File: config.mk
export PLATFORM = sky130hd
export DESIGN_NAME = led_display_two_wire_frame_sender_flat
export DESIGN_NICKNAME = d
export VERILOG_FILES = /design/src/rtl/ldfs_pkg.sv /design/src/rtl/ldfs_if.sv /design/src/rtl/ldfs_cfg.sv /design/src/rtl/ldfs_seq.sv /design/src/rtl/led_display_two_wire_frame_sender.sv /design/src/flat_wrapper.sv
export SDC_FILE = /design/constraint.sdc
export NUM_CORES = 1
export LEC_CHECK = 0
export BUFFER_PORTS_ARGS = -buffer_cell sky130_fd_sc_hd__buf_4
export CORE_ASPECT_RATIO = 0.5
export CORE_MARGIN = 4
export CORE_UTILIZATION = 35
export CTS_CLUSTER_SIZE = 24
export DETAILED_ROUTE_END_ITERATION = 8
export PLACE_DENSITY_LB_ADDON = 0.12
export SYNTH_ARGS = -nofsm -noshare
export SYNTH_HDL_FRONTEND = slang
export SYNTH_HIERARCHICAL = 1
export SYNTH_SLANG_ARGS = --single-unit
File: constraint.sdc
create_clock -name clk -period 7.02 [get_ports clk]
set_clock_uncertainty 0.2 [all_clocks]
set_input_delay 0.702 -clock clk [delete_from_list [all_inputs] [get_ports clk]]
set_output_delay 0.702 -clock clk [all_outputs]
set_load 0.005 [all_outputs]
File: src/rtl/ldfs_pkg.sv
// Shared types and constants for the two-wire LED display frame sender.
// No dependencies; used by the config block, the sequencer and the top level.
package ldfs_pkg;

  // APB register map (byte address = 4 * index)
  localparam int unsigned RegCount = 6;
  localparam int unsigned AddrWidth = 5;
  localparam logic [2:0] REG_DIGIT0 = 3'd0;
  localparam logic [2:0] REG_DIGIT1 = 3'd1;
  localparam logic [2:0] REG_DIGIT2 = 3'd2;
  localparam logic [2:0] REG_DIGIT3 = 3'd3;
  localparam logic [2:0] REG_BRIGHT = 3'd4;
  localparam logic [2:0] REG_ENABLE = 3'd5;

  // Command bytes
  localparam logic [7:0] CMD_DATA = 8'b0100_0000;
  localparam logic [7:0] CMD_ADDR = 8'b1100_0000;
  localparam logic [7:0] CMD_CTRL = 8'b1000_0000;

  // Transfer phases: data command, address, digits 0..3, control, idle
  localparam logic [2:0] PHASE_DATA = 3'd0;
  localparam logic [2:0] PHASE_ADDR = 3'd1;
  localparam logic [2:0] PHASE_DIG0 = 3'd2;
  localparam logic [2:0] PHASE_DIG3 = 3'd5;
  localparam logic [2:0] PHASE_CTRL = 3'd6;
  localparam logic [2:0] PHASE_IDLE = 3'd7;

  // Configuration seen by the sequencer
  typedef struct packed {
    logic [3:0][7:0] digit_segments;
    logic [2:0]      brightness_level;
    logic            display_enable;
  } cfg_t;

  // Line levels and status for one tick
  typedef struct packed {
    logic clock_pull_low;
    logic data_pull_low;
    logic busy_res;
  } line_t;

endpackage

File: src/rtl/ldfs_if.sv
// Valid/ready channel interfaces for the frame sender: tick input and line result.
// No dependencies.
interface ldfs_tick_if;
  logic valid;
  logic ready;
  logic start_frame;
  logic dio_sense;

  modport source (output valid, output start_frame, output dio_sense, input ready);
  modport sink (input valid, input start_frame, input dio_sense, output ready);
endinterface

interface ldfs_line_if;
  logic valid;
  logic ready;
  logic clock_pull_low;
  logic data_pull_low;
  logic busy_res;

  modport source (output valid, output clock_pull_low, output data_pull_low,
                  output busy_res, input ready);
  modport sink (input valid, input clock_pull_low, input data_pull_low,
                input busy_res, output ready);
endinterface

File: src/rtl/ldfs_cfg.sv
// APB register file for segment bytes, brightness and display enable.
// Depends on ldfs_pkg.
module ldfs_cfg
  import ldfs_pkg::*;
(
  input  logic                 clk,
  input  logic                 rst,
  input  logic                 psel,
  input  logic                 penable,
  input  logic                 pwrite,
  input  logic [AddrWidth-1:0] paddr,
  input  logic [31:0]          pwdata,
  output logic [31:0]          prdata,
  output logic                 pready,
  output cfg_t                 cfg
);

  logic       wr_en;
  logic [2:0] reg_idx;

  assign pready  = 1'b1;
  assign wr_en   = psel && penable && pwrite;
  assign reg_idx = paddr[AddrWidth-1:2];

  // Register writes; unknown indexes are dropped
  always_ff @(posedge clk) begin
    if (rst) begin
      cfg.digit_segments   <= '0;
      cfg.brightness_level <= 3'd7;
      cfg.display_enable   <= 1'b1;
    end else if (wr_en) begin
      case (reg_idx)
        REG_DIGIT0: cfg.digit_segments[0] <= pwdata[7:0];
        REG_DIGIT1: cfg.digit_segments[1] <= pwdata[7:0];
        REG_DIGIT2: cfg.digit_segments[2] <= pwdata[7:0];
        REG_DIGIT3: cfg.digit_segments[3] <= pwdata[7:0];
        REG_BRIGHT: cfg.brightness_level  <= pwdata[2:0];
        REG_ENABLE: cfg.display_enable    <= pwdata[0];
        default: ;
      endcase
    end
  end

  // Read mux
  always_comb begin
    case (reg_idx)
      REG_DIGIT0: prdata = {24'd0, cfg.digit_segments[0]};
      REG_DIGIT1: prdata = {24'd0, cfg.digit_segments[1]};
      REG_DIGIT2: prdata = {24'd0, cfg.digit_segments[2]};
      REG_DIGIT3: prdata = {24'd0, cfg.digit_segments[3]};
      REG_BRIGHT: prdata = {29'd0, cfg.brightness_level};
      REG_ENABLE: prdata = {31'd0, cfg.display_enable};
      default:    prdata = '0;
    endcase
  end

endmodule

File: src/rtl/ldfs_seq.sv
// Line sequencer: transfer phase, bit step and bit counter, one line action per tick.
// Depends on ldfs_pkg.
module ldfs_seq
  import ldfs_pkg::*;
(
  input  logic  clk,
  input  logic  rst,
  input  logic  step_en,
  input  logic  start_frame,
  input  logic  dio_sense,
  input  cfg_t  cfg,
  output line_t line_next
);

  typedef enum logic [3:0] {
    BP_START_A      = 4'd0,
    BP_START_B      = 4'd1,
    BP_BIT_DATA     = 4'd2,
    BP_BIT_CLK_UP   = 4'd3,
    BP_BIT_CLK_DOWN = 4'd4,
    BP_ACK_RELEASE  = 4'd5,
    BP_ACK_CLK_UP   = 4'd6,
    BP_ACK_POLL     = 4'd7,
    BP_ACK_CLK_DOWN = 4'd8,
    BP_STOP_CLK_UP  = 4'd9,
    BP_STOP_DATA_UP = 4'd10
  } bit_phase_t;

  logic [2:0] transfer_phase, transfer_phase_next;
  bit_phase_t bit_phase, bit_phase_next;
  logic [2:0] bit_index, bit_index_next;
  logic       clock_low_reg, clock_low_next;
  logic       data_low_reg, data_low_next;

  bit_phase_t last_step, step;
  logic       do_enter;
  logic [7:0] cur_byte;

  // Byte sent in the current transfer phase
  always_comb begin
    case (transfer_phase)
      PHASE_DATA: cur_byte = CMD_DATA;
      PHASE_ADDR: cur_byte = CMD_ADDR;
      PHASE_CTRL: cur_byte = CMD_CTRL | {4'd0, cfg.display_enable, cfg.brightness_level};
      default: begin
        if (transfer_phase >= PHASE_DIG0 && transfer_phase <= PHASE_DIG3)
          cur_byte = cfg.digit_segments[2'(transfer_phase - PHASE_DIG0)];
        else
          cur_byte = 8'd0;
      end
    endcase
  end

  // Address and digits 0..2 are chained: they end at the ack poll
  assign last_step = (transfer_phase >= PHASE_ADDR && transfer_phase < PHASE_DIG3) ?
                     BP_ACK_POLL : BP_STOP_DATA_UP;

  // Pick the step to enter this tick
  always_comb begin
    transfer_phase_next = transfer_phase;
    bit_index_next      = bit_index;
    do_enter            = 1'b0;
    step                = BP_START_A;
    if (start_frame) begin
      transfer_phase_next = PHASE_DATA;
      bit_index_next      = 3'd0;
      do_enter            = 1'b1;
      step                = BP_START_A;
    end else if (transfer_phase != PHASE_IDLE) begin
      if (bit_phase >= last_step) begin
        if (transfer_phase == PHASE_CTRL) begin
          transfer_phase_next = PHASE_IDLE;
        end else begin
          transfer_phase_next = transfer_phase + 3'd1;
          do_enter            = 1'b1;
          // Digit bytes follow on without a new start; the address and control bytes begin with one
          if (transfer_phase_next == PHASE_ADDR || transfer_phase_next == PHASE_CTRL)
            step = BP_START_A;
          else
            step = BP_START_B;
        end
      end else begin
        do_enter = 1'b1;
        step     = bit_phase_t'(bit_phase + 4'd1);
      end
    end
  end

  // Line action of the entered step
  always_comb begin
    bit_phase_next = bit_phase;
    clock_low_next = clock_low_reg;
    data_low_next  = data_low_reg;
    if (do_enter) begin
      bit_phase_next = step;
      case (step)
        BP_START_A:     data_low_next = 1'b1;
        BP_START_B:     clock_low_next = 1'b1;
        BP_BIT_DATA:    data_low_next = ~cur_byte[bit_index];
        BP_BIT_CLK_UP:  clock_low_next = 1'b0;
        BP_BIT_CLK_DOWN: begin
          clock_low_next = 1'b1;
          if (bit_index != 3'd7) begin
            bit_phase_next = BP_START_B;
          end
        end
        BP_ACK_RELEASE: data_low_next = 1'b0;
        BP_ACK_CLK_UP:  clock_low_next = 1'b0;
        BP_ACK_POLL: begin
          // Acknowledge not seen yet: poll again
          if (dio_sense)
            bit_phase_next = BP_ACK_CLK_UP;
          else
            data_low_next = 1'b1;
        end
        BP_ACK_CLK_DOWN: clock_low_next = 1'b1;
        BP_STOP_CLK_UP:  clock_low_next = 1'b0;
        BP_STOP_DATA_UP: data_low_next = 1'b0;
        default: ;
      endcase
    end
  end

  // Bit counter advances on the clock-down step, clears on the ack-release step and on a frame start
  logic [2:0] bit_index_step;
  always_comb begin
    bit_index_step = bit_index_next;
    if (do_enter && !start_frame) begin
      if (step == BP_BIT_CLK_DOWN)
        bit_index_step = bit_index + 3'd1;
      else if (step == BP_ACK_RELEASE)
        bit_index_step = 3'd0;
    end
  end

  always_ff @(posedge clk) begin
    if (rst) begin
      transfer_phase <= PHASE_IDLE;
      bit_phase      <= BP_START_A;
      bit_index      <= 3'd0;
      clock_low_reg  <= 1'b0;
      data_low_reg   <= 1'b0;
    end else if (step_en) begin
      transfer_phase <= transfer_phase_next;
      bit_phase      <= bit_phase_next;
      bit_index      <= bit_index_step;
      clock_low_reg  <= clock_low_next;
      data_low_reg   <= data_low_next;
    end
  end

  assign line_next.clock_pull_low = clock_low_next;
  assign line_next.data_pull_low  = data_low_next;
  assign line_next.busy_res       = (transfer_phase_next != PHASE_IDLE);

endmodule

File: src/rtl/led_display_two_wire_frame_sender.sv
// Top level of the two-wire LED display frame sender: handshake and result register.
// Depends on ldfs_pkg, ldfs_if.sv, ldfs_cfg and ldfs_seq.
//
// Usage:
//   tick  - one transfer per line tick: start_frame restarts a whole frame,
//           dio_sense is the sampled data line level (acknowledge polling).
//   lines - one transfer per accepted tick: clock and data pull-low levels
//           for the open-drain lines, and busy while a frame is in progress.
//   APB   - six registers at byte addresses 0..20: four segment bytes,
//           brightness (3 bits) and display enable; writes act at once.
// Timing: an accepted tick's line levels are registered and then offered.
//   One tick per cycle is sustained while lines.ready is high; the sequencer
//   state and the result register both update in the accepting cycle.
// Stall: while a result waits unaccepted, tick.ready stays low unless the
//   result is taken in the same cycle; the sequencer does not advance.
// Reset: sequencer idle, both lines released, no result pending;
//   brightness 7, display enabled, segment bytes zero.
module led_display_two_wire_frame_sender
  import ldfs_pkg::*;
(
  input  logic                 clk,
  input  logic                 rst,
  ldfs_tick_if.sink            tick,
  ldfs_line_if.source          lines,
  input  logic                 psel,
  input  logic                 penable,
  input  logic                 pwrite,
  input  logic [AddrWidth-1:0] paddr,
  input  logic [31:0]          pwdata,
  output logic [31:0]          prdata,
  output logic                 pready
);

  cfg_t  cfg;
  line_t line_next;
  line_t line_reg;
  logic  out_valid;
  logic  take_tick;

  ldfs_cfg u_cfg (
    .clk     (clk),
    .rst     (rst),
    .psel    (psel),
    .penable (penable),
    .pwrite  (pwrite),
    .paddr   (paddr),
    .pwdata  (pwdata),
    .prdata  (prdata),
    .pready  (pready),
    .cfg     (cfg)
  );

  ldfs_seq u_seq (
    .clk         (clk),
    .rst         (rst),
    .step_en     (take_tick),
    .start_frame (tick.start_frame),
    .dio_sense   (tick.dio_sense),
    .cfg         (cfg),
    .line_next   (line_next)
  );

  // Accept a tick when the result slot is free or being drained
  assign tick.ready = !out_valid || lines.ready;
  assign take_tick  = tick.valid && tick.ready;

  // Result register
  always_ff @(posedge clk) begin
    if (rst) begin
      out_valid <= 1'b0;
    end else if (take_tick) begin
      out_valid <= 1'b1;
    end else if (lines.ready) begin
      out_valid <= 1'b0;
    end
  end

  always_ff @(posedge clk) begin
    if (take_tick) begin
      line_reg <= line_next;
    end
  end

  assign lines.valid          = out_valid;
  assign lines.clock_pull_low = line_reg.clock_pull_low;
  assign lines.data_pull_low  = line_reg.data_pull_low;
  assign lines.busy_res       = line_reg.busy_res;

endmodule
File: src/flat_wrapper.sv
// flat-port wrapper written by rule: the top's interface ports become plain ports
module led_display_two_wire_frame_sender_flat import ldfs_pkg::*;
  (clk, rst, psel, penable, pwrite, paddr, pwdata, prdata, pready, tick_valid, tick_start_frame, tick_dio_sense, tick_ready, lines_valid, lines_clock_pull_low, lines_data_pull_low, lines_busy_res, lines_ready);
  ldfs_tick_if tick_i ();
  ldfs_line_if lines_i ();
  input  logic clk;
  input  logic rst;
  input  logic psel;
  input  logic penable;
  input  logic pwrite;
  input  logic [AddrWidth-1:0] paddr;
  input  logic [31:0] pwdata;
  output logic [31:0] prdata;
  output logic pready;
  input wire logic [$bits(tick_i.valid)-1:0] tick_valid;
  input wire logic [$bits(tick_i.start_frame)-1:0] tick_start_frame;
  input wire logic [$bits(tick_i.dio_sense)-1:0] tick_dio_sense;
  output wire logic [$bits(tick_i.ready)-1:0] tick_ready;
  output wire logic [$bits(lines_i.valid)-1:0] lines_valid;
  output wire logic [$bits(lines_i.clock_pull_low)-1:0] lines_clock_pull_low;
  output wire logic [$bits(lines_i.data_pull_low)-1:0] lines_data_pull_low;
  output wire logic [$bits(lines_i.busy_res)-1:0] lines_busy_res;
  input wire logic [$bits(lines_i.ready)-1:0] lines_ready;
  assign tick_i.valid = tick_valid;
  assign tick_i.start_frame = tick_start_frame;
  assign tick_i.dio_sense = tick_dio_sense;
  assign tick_ready = tick_i.ready;
  assign lines_valid = lines_i.valid;
  assign lines_clock_pull_low = lines_i.clock_pull_low;
  assign lines_data_pull_low = lines_i.data_pull_low;
  assign lines_busy_res = lines_i.busy_res;
  assign lines_i.ready = lines_ready;
  led_display_two_wire_frame_sender u_core (.clk(clk), .rst(rst), .tick(tick_i), .lines(lines_i), .psel(psel), .penable(penable), .pwrite(pwrite), .paddr(paddr), .pwdata(pwdata), .prdata(prdata), .pready(pready));
endmodule
==> metrics <==
largest register by flop count=u_core/u_cfg/cfg; Mapped Cells=398; die area=approximately 12000 um2; Worst Path Max Fanout=20; max reg flops=36; Max Buffers Root-to-Sink=2; worst-path cell chain=inv_1 > ha_1 > or4_1 > nand2_1 > inv_1 > ha_1 > a21oi_1 > o21ai_0 > buf_4 > a2111oi_0 > o211a_1 > a221oi_2 > a2111oi_2; FFs w/ async S/R, synth=0%; Initial Util=a little over a third; via count=~2900; status=finished clean; CTS sink count=between 50 and 60; post-synthesis cell type count=70; post-route cell area=just over 4000 um2; Seq/Total Area, Yosys=28.9%; Lkg Pwr=around 0.0017 uW; worst reg2reg path depth=13; FMAX=roughly 230 MHz; # diodes=0; Worst EP arrival=about 4.3 ns; GRT Total Usage=15.2%; final hold vios=0; post-route clock period utilization=61.5%; GRT Residual Overflow=0; CP Capture Type=register; Synth warnings=6; Max Cap Viol=0; PostCTS Resize Cnt=0; DRT antenna net count=0; Synth Area per Inst=a little over 9 um2; Hold Crit Start=u_core/u_cfg/cfg[7]; RSZ-0062 raised after global routing=no; DRT Pass-1 Iters=4; row cnt=26; worst min-delay path class=reg2reg; WL per Instance=16.8 um; DR DRC count=0; r2r setup slk=2.70 ns; startpoint types=register; Tmin final=~4.3 ns; die height=80.7 um; share of cells above drive strength 1=between 15 and 20%; largest net degree at the start of global routing=58; Vias/cell=roughly 5.3; Synth area leaders=dfxtp_1, mux2i_1, nand2b_1, buf_4, mux4_2; Top delay family on crit path=compound AO/OA/AOI/OAI gates; reg2reg start=u_core/u_seq/transfer_phase[1]; core footprint=10200 um2; Setup TNS=0 ns; Yosys reg bits=52; placed cell area=a little under 4000 um2; clk_lat worst skew=roughly 0.3 ns; PD cells=about 170 nW/um2; Final HPWL DP=between 6 and 7 mm; # IOs=84; wirelength, routed=9.22 mm; CTS tree=built; Synth top area share=between 20% and 30%; crit-path max cell delay=around 0.94 ns; Hold WS=slightly below 0.3 ns; Layout Area Growth over Synthesis=8.72%; CP Data Required Time=about 7.0 ns; Most used DFF post-synth=dfxtp_1; clk root buf=clkbuf_16; H-Tree Depth=2; Relative slew margins=approximately 37%; Initial DRC Count=189; CTS clk-pin slew, worst paths=roughly 0.080 ns; Final setup violation count=0; Slowest cell on crit path=dfxtp_1; fin util=between 30% and 40%; vias in the first global route=2900; initial antenna violation count=0; cts hold-fix bufs=0; worst vdd ir=between 0.00009 and 0.0001 V; R2R Path End=u_core/u_seq/data_low_reg; die width=approximately 150 um; Setup CP Type=reg2reg; EDFF count, synth=3; NumNets Final=approximately 470; CTS buffer count=5; Slew @ Worst Pin=roughly 0.95 ns; largest area contributor in the netlist=dfxtp_1; Mapped Area=roughly 3700 um2; GPL Wtd Cong=~0.86; hold path depth=2; WHS Endpoint=u_core/u_cfg/cfg[7]; first-pass GRT wire length=15.0 mm; fin. max-slew vios=0; post-CTS setup buffer count=0; Buf/Inv on CP=3; number of port buffers=32; biggest regs=u_core/u_cfg/cfg (36), u_core/u_seq/bit_phase (4)
cells in the mapped netlist, drive strengths merged (3+ instances only):
master,count
dfxtp,49
buf,43
mux2i,40
nand2b,37
o21ai,30
nor2,18
nor2b,17
nand2,16
a21oi,15
ha,13
mux4,12
clkbuf,10
inv,10
nand3,8
nand4,5
o21a,5
nor3,4
nor3b,4
or2,4
xnor2,4
edfxtp,3
mux2,3
o311ai,3
o31ai,3
or3,3
area by class of cell:
class                   count  area, um2
clock buffers               5        125
flip-flops and latches     52       1070
multi-input cells         306       2350
repair buffers             33        248
well taps                 140        175
clock inverters             3       22.5
inverters                  10       37.5
fillers                  1015       6220
cell usage in the layout (no fill, tap or decap), drive strengths merged, types with 12 or more instances in the layout:
master | Yosys | routed
dfxtp | 49 | 49
mux2i | 40 | 40
nand2b | 37 | 37
buf | 43 | 33
o21ai | 30 | 30
conb | 2 | 25
nor2 | 18 | 18
nor2b | 17 | 17
nand2 | 16 | 16
a21oi | 15 | 15
ha | 13 | 13
mux4 | 12 | 12
logic make-up (layout without fill, tap and decap cells):
logic type,Yosys count,after routing,share of synthesized area [%]
buffers and inverters,63,51,10.0
flip-flops,52,52,28.9
XOR/XNOR,5,5,1.39
multiplexers,55,55,19.3
AND/OR/NAND/NOR,125,125,20.4
adder cells (fa/ha/maj),13,13,4.39
AO/OA/AOI/OAI,83,83,15.3
other,2,25,0.203
how the worst max path moves through the flow:
stage	start	to	slack, ns	depth (start not counted)
5_1_grt	u_core/u_seq/transfer_phase[1]	u_core/u_seq/data_low_reg	2.49	13
6_report	u_core/u_seq/transfer_phase[1]	u_core/u_seq/data_low_reg	2.70	13
2_1_floorplan	u_core/u_seq/transfer_phase[1]	u_core/lines.data_pull_low	3.51	16
3_5_place_dp	u_core/u_seq/transfer_phase[1]	u_core/u_seq/data_low_reg	2.72	13
4_1_cts	u_core/u_seq/transfer_phase[1]	u_core/u_seq/data_low_reg	2.73	13
3_3_place_gp	u_core/u_seq/transfer_phase[1]	u_core/u_seq/data_low_reg	2.78	13
worst register-to-register path, stage by stage (launching register included):
cell and delay, ns:
dfxtp_1 0.94, inv_1 0.24, ha_1 0.30, or4_1 0.40, nand2_1 0.11, inv_1 0.07
ha_1 0.29, a21oi_1 0.16, o21ai_0 0.10, buf_4 0.19, a2111oi_0 0.47, o211a_1 0.28
a221oi_2 0.09, a2111oi_2 0.36
power by group:
group	internal [uW]	switching [uW]	leakage, uW	total [uW]
Sequential	304	10.6	0.000425	315
Combinational	42.2	52.0	0.00122	94.2
Clock	134	121	0.0000742	255
layer usage:
metal | share of wire (%) | vias to the layer above | global-route usage (%)
met3 | 5.0 | 11 | 3.61
li1 | - | 1401 | -
met4 | 1.0 | 0 | 3.61
met2 | 45 | 69 | 25.9
met5 | 0 | - | 0
met1 | 49 | 1402 | 19.8
through the flow:
step	cells	power [uW]	worst slack, ns
final	549	664	2.70
after global routing	549	696	2.49
after CTS	549	673	2.73
after detailed placement	541	416	2.72
after global placement	541	415	2.78
after floorplan	421	399	3.51
(Power assumes the default switching activity.)
